==> src/rtl/wcfe_pkg.sv <==
// Shared constants and types for the wheel command frame encoder.
package wcfe_pkg;

	localparam int FRAME_BYTES = 13;
	localparam int WHEELS      = 4;
	localparam int POS_W       = 4;

	typedef logic        [7:0]  byte_t;
	typedef logic        [2:0]  id_t;
	typedef logic signed [15:0] speed_t;
	typedef logic        [14:0] mag_t;
	typedef logic        [18:0] quot_t;
	typedef logic        [11:0] scaled_t;
	typedef logic        [POS_W-1:0] pos_t;

	localparam id_t     ID_MAX_DIRECT = 3'd5;
	localparam id_t     ID_OVERFLOW   = 3'd7;
	localparam mag_t    SPEED_LIMIT   = 15'd21760;
	localparam scaled_t SCALE_MAX     = 12'd4095;
	localparam int      RECIP_SHIFT   = 27;
	localparam logic [20:0] RECIP_85  = 21'd1579033;
	localparam pos_t    LAST_POS      = POS_W'(FRAME_BYTES - 1);

	localparam logic       HDR_FLAG = 1'b1;
	localparam logic [1:0] HI_MARK  = 2'b10;
	localparam logic [1:0] LO_MARK  = 2'b11;

	typedef struct packed {
		logic s2;
		logic s3;
		logic s4;
	} stage_en_t;

endpackage

==> src/rtl/wcfe_cmd_if.sv <==
// Drive command channel: valid, ready and one command word.
interface wcfe_cmd_if;
	import wcfe_pkg::*;

	logic   valid;
	logic   ready;
	id_t    robot_id;
	logic   spinner_on;
	logic   kick_on;
	speed_t speed_one;
	speed_t speed_two;
	speed_t speed_three;
	speed_t speed_four;

	modport source (
		output valid, robot_id, spinner_on, kick_on,
		output speed_one, speed_two, speed_three, speed_four,
		input  ready
	);
	modport sink (
		input  valid, robot_id, spinner_on, kick_on,
		input  speed_one, speed_two, speed_three, speed_four,
		output ready
	);
endinterface

==> src/rtl/wcfe_byte_if.sv <==
// Frame byte channel: valid, ready and one frame byte word.
interface wcfe_byte_if;
	import wcfe_pkg::*;

	logic  valid;
	logic  ready;
	byte_t frame_byte;
	pos_t  byte_position;
	logic  last_byte;

	modport source (
		output valid, frame_byte, byte_position, last_byte,
		input  ready
	);
	modport sink (
		input  valid, frame_byte, byte_position, last_byte,
		output ready
	);
endinterface

==> src/rtl/wheel_command_frame_encoder.sv <==
// Top level: command pipeline, four speed lanes and the frame byte serializer.
// The command word passes stages s1 to s4 and is then loaded into the serializer.
// Throughput: one frame byte per cycle while frame.ready is high. Commands are
// accepted while a frame is being sent; up to four wait in the pipeline stages.
// Reset: arst_n clears the stage valid bits and the serializer; data
// registers are not reset.
module wheel_command_frame_encoder (
	input  logic              clk,
	input  logic              arst_n,
	wcfe_cmd_if.sink          cmd,
	wcfe_byte_if.source       frame
);
	import wcfe_pkg::*;

	logic v_s1, v_s2, v_s3, v_s4;
	logic en1, en2, en3, en4;
	logic ser_free, load, byte_take, last_c;
	stage_en_t lane_en;

	id_t    id_s1;
	logic   spin_s1, kick_s1;
	speed_t speed_s1 [WHEELS];
	id_t    idc_s2, idc_s3, idc_s4;
	logic   spin_s2, spin_s3, spin_s4;
	logic   kick_s2, kick_s3, kick_s4;
	logic    pos_s4 [WHEELS];
	scaled_t mag_s4 [WHEELS];

	byte_t frame_d [FRAME_BYTES];
	byte_t frame_q [FRAME_BYTES];
	pos_t  pos_q;
	logic  busy_q;

	assign last_c    = (pos_q == LAST_POS);
	assign byte_take = frame.valid && frame.ready;
	assign ser_free  = !busy_q || (frame.ready && last_c);
	assign load      = v_s4 && ser_free;
	assign en4       = !v_s4 || ser_free;
	assign en3       = !v_s3 || en4;
	assign en2       = !v_s2 || en3;
	assign en1       = !v_s1 || en2;
	assign cmd.ready = en1;

	assign lane_en.s2 = en2;
	assign lane_en.s3 = en3;
	assign lane_en.s4 = en4;

	always_ff @(posedge clk or negedge arst_n) begin
		if (!arst_n) begin
			v_s1 <= 1'b0;
			v_s2 <= 1'b0;
			v_s3 <= 1'b0;
			v_s4 <= 1'b0;
		end else begin
			if (en1) v_s1 <= cmd.valid;
			if (en2) v_s2 <= v_s1;
			if (en3) v_s3 <= v_s2;
			if (en4) v_s4 <= v_s3;
		end
	end

	always_ff @(posedge clk) begin
		if (en1) begin
			id_s1       <= cmd.robot_id;
			spin_s1     <= cmd.spinner_on;
			kick_s1     <= cmd.kick_on;
			speed_s1[0] <= cmd.speed_one;
			speed_s1[1] <= cmd.speed_two;
			speed_s1[2] <= cmd.speed_three;
			speed_s1[3] <= cmd.speed_four;
		end
		if (en2) begin
			idc_s2  <= (id_s1 > ID_MAX_DIRECT) ? ID_OVERFLOW : id_s1;
			spin_s2 <= spin_s1;
			kick_s2 <= kick_s1;
		end
		if (en3) begin
			idc_s3  <= idc_s2;
			spin_s3 <= spin_s2;
			kick_s3 <= kick_s2;
		end
		if (en4) begin
			idc_s4  <= idc_s3;
			spin_s4 <= spin_s3;
			kick_s4 <= kick_s3;
		end
	end

	for (genvar w = 0; w < WHEELS; w++) begin : g_lane
		wcfe_speed_lane u_lane (
			.clk      (clk),
			.en       (lane_en),
			.speed_s1 (speed_s1[w]),
			.pos_s4   (pos_s4[w]),
			.mag_s4   (mag_s4[w])
		);
		assign frame_d[1 + 3*w] = {1'b0, idc_s4, HDR_FLAG, 2'(w), pos_s4[w]};
		assign frame_d[2 + 3*w] = {HI_MARK, mag_s4[w][11:6]};
		assign frame_d[3 + 3*w] = {LO_MARK, mag_s4[w][5:0]};
	end

	assign frame_d[0] = {1'b0, idc_s4, 2'b00, spin_s4, kick_s4};

	always_ff @(posedge clk or negedge arst_n) begin
		if (!arst_n) begin
			busy_q <= 1'b0;
			pos_q  <= '0;
		end else if (load) begin
			busy_q <= 1'b1;
			pos_q  <= '0;
		end else if (byte_take) begin
			pos_q <= pos_q + 1'b1;
			if (last_c) begin
				busy_q <= 1'b0;
			end
		end
	end

	always_ff @(posedge clk) begin
		if (load) begin
			frame_q <= frame_d;
		end else if (byte_take) begin
			for (int i = 0; i < FRAME_BYTES - 1; i++) begin
				frame_q[i] <= frame_q[i + 1];
			end
		end
	end

	assign frame.valid         = busy_q;
	assign frame.frame_byte    = frame_q[0];
	assign frame.byte_position = pos_q;
	assign frame.last_byte     = last_c;

`ifndef SYNTHESIS
	a_pos_range: assert property (@(posedge clk) disable iff (!arst_n)
		busy_q |-> (pos_q <= LAST_POS))
		else $error("byte position beyond frame end");

	a_no_gap: assert property (@(posedge clk) disable iff (!arst_n)
		(byte_take && !last_c) |=> (frame.valid && frame.byte_position == $past(pos_q) + 1'b1))
		else $error("frame broken before last word");

	a_new_frame: assert property (@(posedge clk) disable iff (!arst_n)
		(byte_take && last_c) |=> (!frame.valid || frame.byte_position == '0))
		else $error("frame did not restart at position zero");

	a_load_start: assert property (@(posedge clk) disable iff (!arst_n)
		load |=> (busy_q && pos_q == '0))
		else $error("load did not start a frame");

	a_hold_s4: assert property (@(posedge clk) disable iff (!arst_n)
		(v_s4 && !ser_free) |=> (v_s4 && $stable(mag_s4[0]) && $stable(idc_s4)))
		else $error("stalled command lost its word");
`endif
endmodule

==> src/rtl/wcfe_speed_lane.sv <==
// One wheel lane: magnitude and clamp, scale by 4095, divide by 21760.
module wcfe_speed_lane (
	input  logic                clk,
	input  wcfe_pkg::stage_en_t en,
	input  wcfe_pkg::speed_t    speed_s1,
	output logic                pos_s4,
	output wcfe_pkg::scaled_t   mag_s4
);
	import wcfe_pkg::*;

	logic [15:0] abs_c;
	mag_t        clamp_c;
	logic        pos_c;
	logic [26:0] prod_c;
	logic [39:0] recip_c;

	mag_t  mag_s2;
	logic  pos_s2;
	quot_t quot_s3;
	logic  pos_s3;

	assign abs_c   = speed_s1[15] ? (16'(~speed_s1) + 16'd1) : 16'(speed_s1);
	assign clamp_c = (abs_c > 16'(SPEED_LIMIT)) ? SPEED_LIMIT : abs_c[14:0];
	assign pos_c   = !speed_s1[15] && (speed_s1 != '0);

	assign prod_c  = 27'(mag_s2) * 27'(SCALE_MAX);
	assign recip_c = 40'(quot_s3) * 40'(RECIP_85);

	always_ff @(posedge clk) begin
		if (en.s2) begin
			mag_s2 <= clamp_c;
			pos_s2 <= pos_c;
		end
		if (en.s3) begin
			quot_s3 <= prod_c[26:8];
			pos_s3  <= pos_s2;
		end
		if (en.s4) begin
			mag_s4 <= recip_c[RECIP_SHIFT +: 12];
			pos_s4 <= pos_s3;
		end
	end
endmodule
==> src/flat_wrapper.sv <==
// flat-port wrapper written by rule: the top's interface ports become plain ports
module wheel_command_frame_encoder_flat import wcfe_pkg::*;
  (clk, arst_n, cmd_valid, cmd_robot_id, cmd_spinner_on, cmd_kick_on, cmd_speed_one, cmd_speed_two, cmd_speed_three, cmd_speed_four, cmd_ready, frame_valid, frame_frame_byte, frame_byte_position, frame_last_byte, frame_ready);
  wcfe_cmd_if cmd_i ();
  wcfe_byte_if frame_i ();
  input  logic clk;
  input  logic arst_n;
  input wire logic [$bits(cmd_i.valid)-1:0] cmd_valid;
  input wire logic [$bits(cmd_i.robot_id)-1:0] cmd_robot_id;
  input wire logic [$bits(cmd_i.spinner_on)-1:0] cmd_spinner_on;
  input wire logic [$bits(cmd_i.kick_on)-1:0] cmd_kick_on;
  input wire logic [$bits(cmd_i.speed_one)-1:0] cmd_speed_one;
  input wire logic [$bits(cmd_i.speed_two)-1:0] cmd_speed_two;
  input wire logic [$bits(cmd_i.speed_three)-1:0] cmd_speed_three;
  input wire logic [$bits(cmd_i.speed_four)-1:0] cmd_speed_four;
  output wire logic [$bits(cmd_i.ready)-1:0] cmd_ready;
  output wire logic [$bits(frame_i.valid)-1:0] frame_valid;
  output wire logic [$bits(frame_i.frame_byte)-1:0] frame_frame_byte;
  output wire logic [$bits(frame_i.byte_position)-1:0] frame_byte_position;
  output wire logic [$bits(frame_i.last_byte)-1:0] frame_last_byte;
  input wire logic [$bits(frame_i.ready)-1:0] frame_ready;
  assign cmd_i.valid = cmd_valid;
  assign cmd_i.robot_id = cmd_robot_id;
  assign cmd_i.spinner_on = cmd_spinner_on;
  assign cmd_i.kick_on = cmd_kick_on;
  assign cmd_i.speed_one = cmd_speed_one;
  assign cmd_i.speed_two = cmd_speed_two;
  assign cmd_i.speed_three = cmd_speed_three;
  assign cmd_i.speed_four = cmd_speed_four;
  assign cmd_ready = cmd_i.ready;
  assign frame_valid = frame_i.valid;
  assign frame_frame_byte = frame_i.frame_byte;
  assign frame_byte_position = frame_i.byte_position;
  assign frame_last_byte = frame_i.last_byte;
  assign frame_i.ready = frame_ready;
  wheel_command_frame_encoder u_core (.clk(clk), .arst_n(arst_n), .cmd(cmd_i), .frame(frame_i));
endmodule
==> config.mk <==
export PLATFORM = sky130hd
export DESIGN_NAME = wheel_command_frame_encoder_flat
export DESIGN_NICKNAME = d
export VERILOG_FILES = /design/src/rtl/wcfe_pkg.sv /design/src/rtl/wcfe_cmd_if.sv /design/src/rtl/wcfe_byte_if.sv /design/src/rtl/wheel_command_frame_encoder.sv /design/src/rtl/wcfe_speed_lane.sv /design/src/flat_wrapper.sv
export SDC_FILE = /design/constraint.sdc
export NUM_CORES = 2
export LEC_CHECK = 0
export BUFFER_PORTS_ARGS = -buffer_cell sky130_fd_sc_hd__buf_4
export CORE_ASPECT_RATIO = 0.8
export CORE_MARGIN = 2
export CORE_UTILIZATION = 50
export CTS_BUF_LIST = sky130_fd_sc_hd__clkbuf_8
export DETAILED_ROUTE_END_ITERATION = 16
export MAX_ROUTING_LAYER = met4
export PLACE_DENSITY_LB_ADDON = 0.2
export SYNTH_ARGS = -nofsm -noshare
export SYNTH_HDL_FRONTEND = slang
export SYNTH_SLANG_ARGS = --single-unit
==> constraint.sdc <==
create_clock -name clk -period 11.5 [get_ports clk]
set_input_delay 2.3 -clock clk [delete_from_list [all_inputs] [get_ports clk]]
set_output_delay 2.3 -clock clk [all_outputs]
set_load 0.01 [all_outputs]
==> out/qor.yml <==
outcome:
  outcome: "finished, final reports clean"
yosys:
  synthFlopType: "edfxtp_1"
  synth_top_area_frac: 0.268
  ys_types: 80
  synth-edff-count: 349
  netlist_top_cells_area: "fa_1 (27%), edfxtp_1 (24%), ha_1 (21%), inv_1 (8.5%), nand2_1 (2.3%)"
  ys_ff_latch: 389
  yosysWarnings: 0
  yosysTopAreaCell: "fa_1"
  avgSynthCellArea_sq_um: 10.8
  ys_async_sr_fraction: 0.0231
  syn_inst: 4036
  synth_nets: 5424
  ys_seq_area_frac: 0.260
  syn_area_sq_um: 43500
sta:
  setup-tns-final_ps: 0
  final_max_slew_viol_count: 0
  setup_viol: 0
  hold-worst-slack_ps: 416
  min_period_ps: 6460
  hold_viol_final: 0
  min_period_over_period: 0.562
  tightest_slew_ps: 1030
  slew_headroom: 0.313
  rsz0062_at_grt: "false"
  timing.fmax_ghz: 0.155
  skew_ps: 40.7
floorplanning:
  rows: 96
  die_area_sq_um: 89500
  die-width_um: 334
  die_y_um: 268
  start_util: 0.506
  ioPinCount: 88
  core-area_sq_um: 86000
routing:
  antenna_left: 0
  drt_first_pass_iters: 5
  wl_per_cell_um: 15.7
  wirelength_mm: 83.6
  viasPerCell: 4.99
  wl_met3_mm: 3.50
  routed.top_layer: "met4"
  dr_wl_met2_mm: 35.4
  m1WireLength_mm: 43.4
  num_vias: 26700
  drtIter0Drc: 1229
  drc: 0
grt:
  grt_pass1_wl_mm: 141
  gr-total-overflow: 0
  grt_use_total: 0.202
  grt_pass1_vias: 27500
  antenna_found_initial: 3
  grt_max_degree: 80
place:
  gp_congestion: 0.904
  dp_hpwl_mm: 70.1
  port_buffers: 87
  placed_cells: 5210
critical_path:
  cp_max_fo: 25
  critPathMaxStageDelay_ps: 460
  crit_type: "primary input to primary output"
  worstPathRequired_ps: 9200
  critical_path_buf_inv_count: 2
  endpoint_kind: "primary output"
  cp_top_family: "simple AND/OR/NAND/NOR gates"
  startpoint_type: "primary input"
  slowest_stage: "nor2_1"
  critPathArrivalTime_ps: 4160
  path_cells: "buf_4 -> nand2_1 -> and2_1 -> nand3_4 -> nor2_1 -> nand2_4 -> buf_4"
  crit_top_cell: "buf_4"
clocking:
  cts_resized: 0
  numCtsBuffers: 70
  clk_latency_ps: 680
  cts_root_buffer: "clkbuf_8"
  cts_hold_buf: 0
  post_cts_buffers: 0
  cts.sinks: 389
  cts_tree: "built"
  clkTransAtPathRegs_ps: 50
  cts_max_level: 3
  ctsLongestPathBuffers: 3
min_path:
  hold_class: "flop to flop"
layout:
  fill_cells: 7567
  nets: 5543
  syn_to_final_growth_pct: 7.66
  instances_no_fill: 5338
  final_cell_mix: "inv_1 (1008), ha_1 (733), fa_1 (582)"
  final_common_cell: "inv_1"
  drive_gt1_frac: 0.0535
flow_run:
  cap_violations: 0
[final cells by class]
cell class / instances / area (sq um) / area share
multi-input cells: 2608 / 28300 / 0.604
flip-flops and latches: 389 / 11300 / 0.242
inverters: 989 / 3710 / 0.0792
well taps: 1127 / 1410 / 0.0301
clock buffers: 79 / 1090 / 0.0232
repair buffers: 97 / 728 / 0.0155
clock inverters: 46 / 290 / 0.00619
diodes: 3 / 7.51 / 0.000160
[logic make-up after synthesis]
family,count (synthesis),share of synthesized area
AO/OA/AOI/OAI,395,0.0578
XOR/XNOR,169,0.0340
adder cells (fa/ha/maj),1315,0.478
buffers and inverters,1039,0.0905
flip-flops,389,0.260
multiplexers,5,0.00115
AND/OR/NAND/NOR,724,0.0781
[synthesized netlist by cell type, types with 6 or more instances]
cell type / count
buf_4: 9
or2_2: 7
dfxtp_1: 31
or3_1: 15
clkbuf_1: 33
a21o_1: 31
o41ai_1: 6
o21bai_1: 15
fa_1: 582
dfrtp_1: 9
buf_1: 7
and2_1: 20
a21oi_1: 109
inv_1: 988
nand2_1: 271
o211ai_1: 11
xor2_1: 83
and3_1: 8
edfxtp_1: 349
o21a_1: 31
o22ai_1: 6
a31oi_1: 6
nor3b_1: 6
or4_1: 7
nor2_1: 147
nor2b_1: 21
nand4_1: 19
a211oi_1: 13
nand2b_1: 27
nand3_1: 101
nor3_1: 44
xnor2_1: 86
o21ai_0: 98
ha_1: 733
o31ai_1: 14
[stage by stage]
stage               instance area (sq um)  setup slack (ps)  utilization
floorplan                           43500              2700            -
global placement                    45500              5070        0.529
detailed placement                  45500              5000        0.529
CTS                                 46900              5000        0.545
global route                        46900              4890        0.545
finish                              46900              5040        0.545
[path summary, 6_finish.rpt]
check                                                                 from                                            end  slack, ps  cells past startpoint
max                                                            frame_ready                                      cmd_ready       5040                      7
min                                               u_core.kick_s3$_DFFE_PP_                       u_core.kick_s4$_DFFE_PP_        420                      0
max reg2reg                u_core.g_lane[1].u_lane.mag_s2[5]$_SDFFCE_PN0P_  u_core.g_lane[1].u_lane.quot_s3[17]$_DFFE_PP_       5600                     18
min reg2reg                                       u_core.kick_s3$_DFFE_PP_                       u_core.kick_s4$_DFFE_PP_        420                      0
max in group asynchronous                                           arst_n      u_core.frame.byte_position[3]$_DFFE_PN0P_       9820                      1
min in group asynchronous                                           arst_n                        u_core.v_s3$_DFFE_PN0P_       1470                      1
[state kept, by name, summed over array words and instances, names as in the netlist, 3 cells and up]
| signal | flops |
|---|---|
| u_core.idc_s3 | 3 |
| u_core.frame.byte_position | 4 |
| u_core.g_lane.u_lane.pos_s2 | 4 |
| u_core.g_lane.u_lane.pos_s4 | 4 |
| u_core.frame.frame_byte | 8 |
| u_core.frame_q | 92 |
| u_core.g_lane.u_lane.mag_s4 | 48 |
| u_core.idc_s2 | 3 |
| u_core.g_lane.u_lane.quot_s3 | 76 |
| u_core.g_lane.u_lane.mag_s2 | 60 |
| u_core.speed_s1 | 64 |
| u_core.idc_s4 | 3 |
| u_core.g_lane.u_lane.pos_s3 | 4 |
| u_core.id_s1 | 3 |
[routing by layer]
layer,GRT usage,vias up
met5,-,-
met4,0.0374,0
met3,0.0316,81
met2,0.295,427
met1,0.300,12900
li1,-,13300
[worst reg2reg max path, stage by stage (launching register included)]
cell      delay (ps)
edfxtp_1         460
fa_1             630
fa_1             520
inv_1             60
fa_1             530
inv_1             50
fa_1             470
inv_1             50
fa_1             470
inv_1             40
ha_1             310
nor2b_1          150
a311oi_1         630
o21ai_0          300
nand3_1          190
o211ai_1         170
a21oi_1          330
o31ai_1          130
xor2_1           150
Power is not shown: default switching activity piles up to over one toggle a cycle in this logic, so the estimate is an artifact.
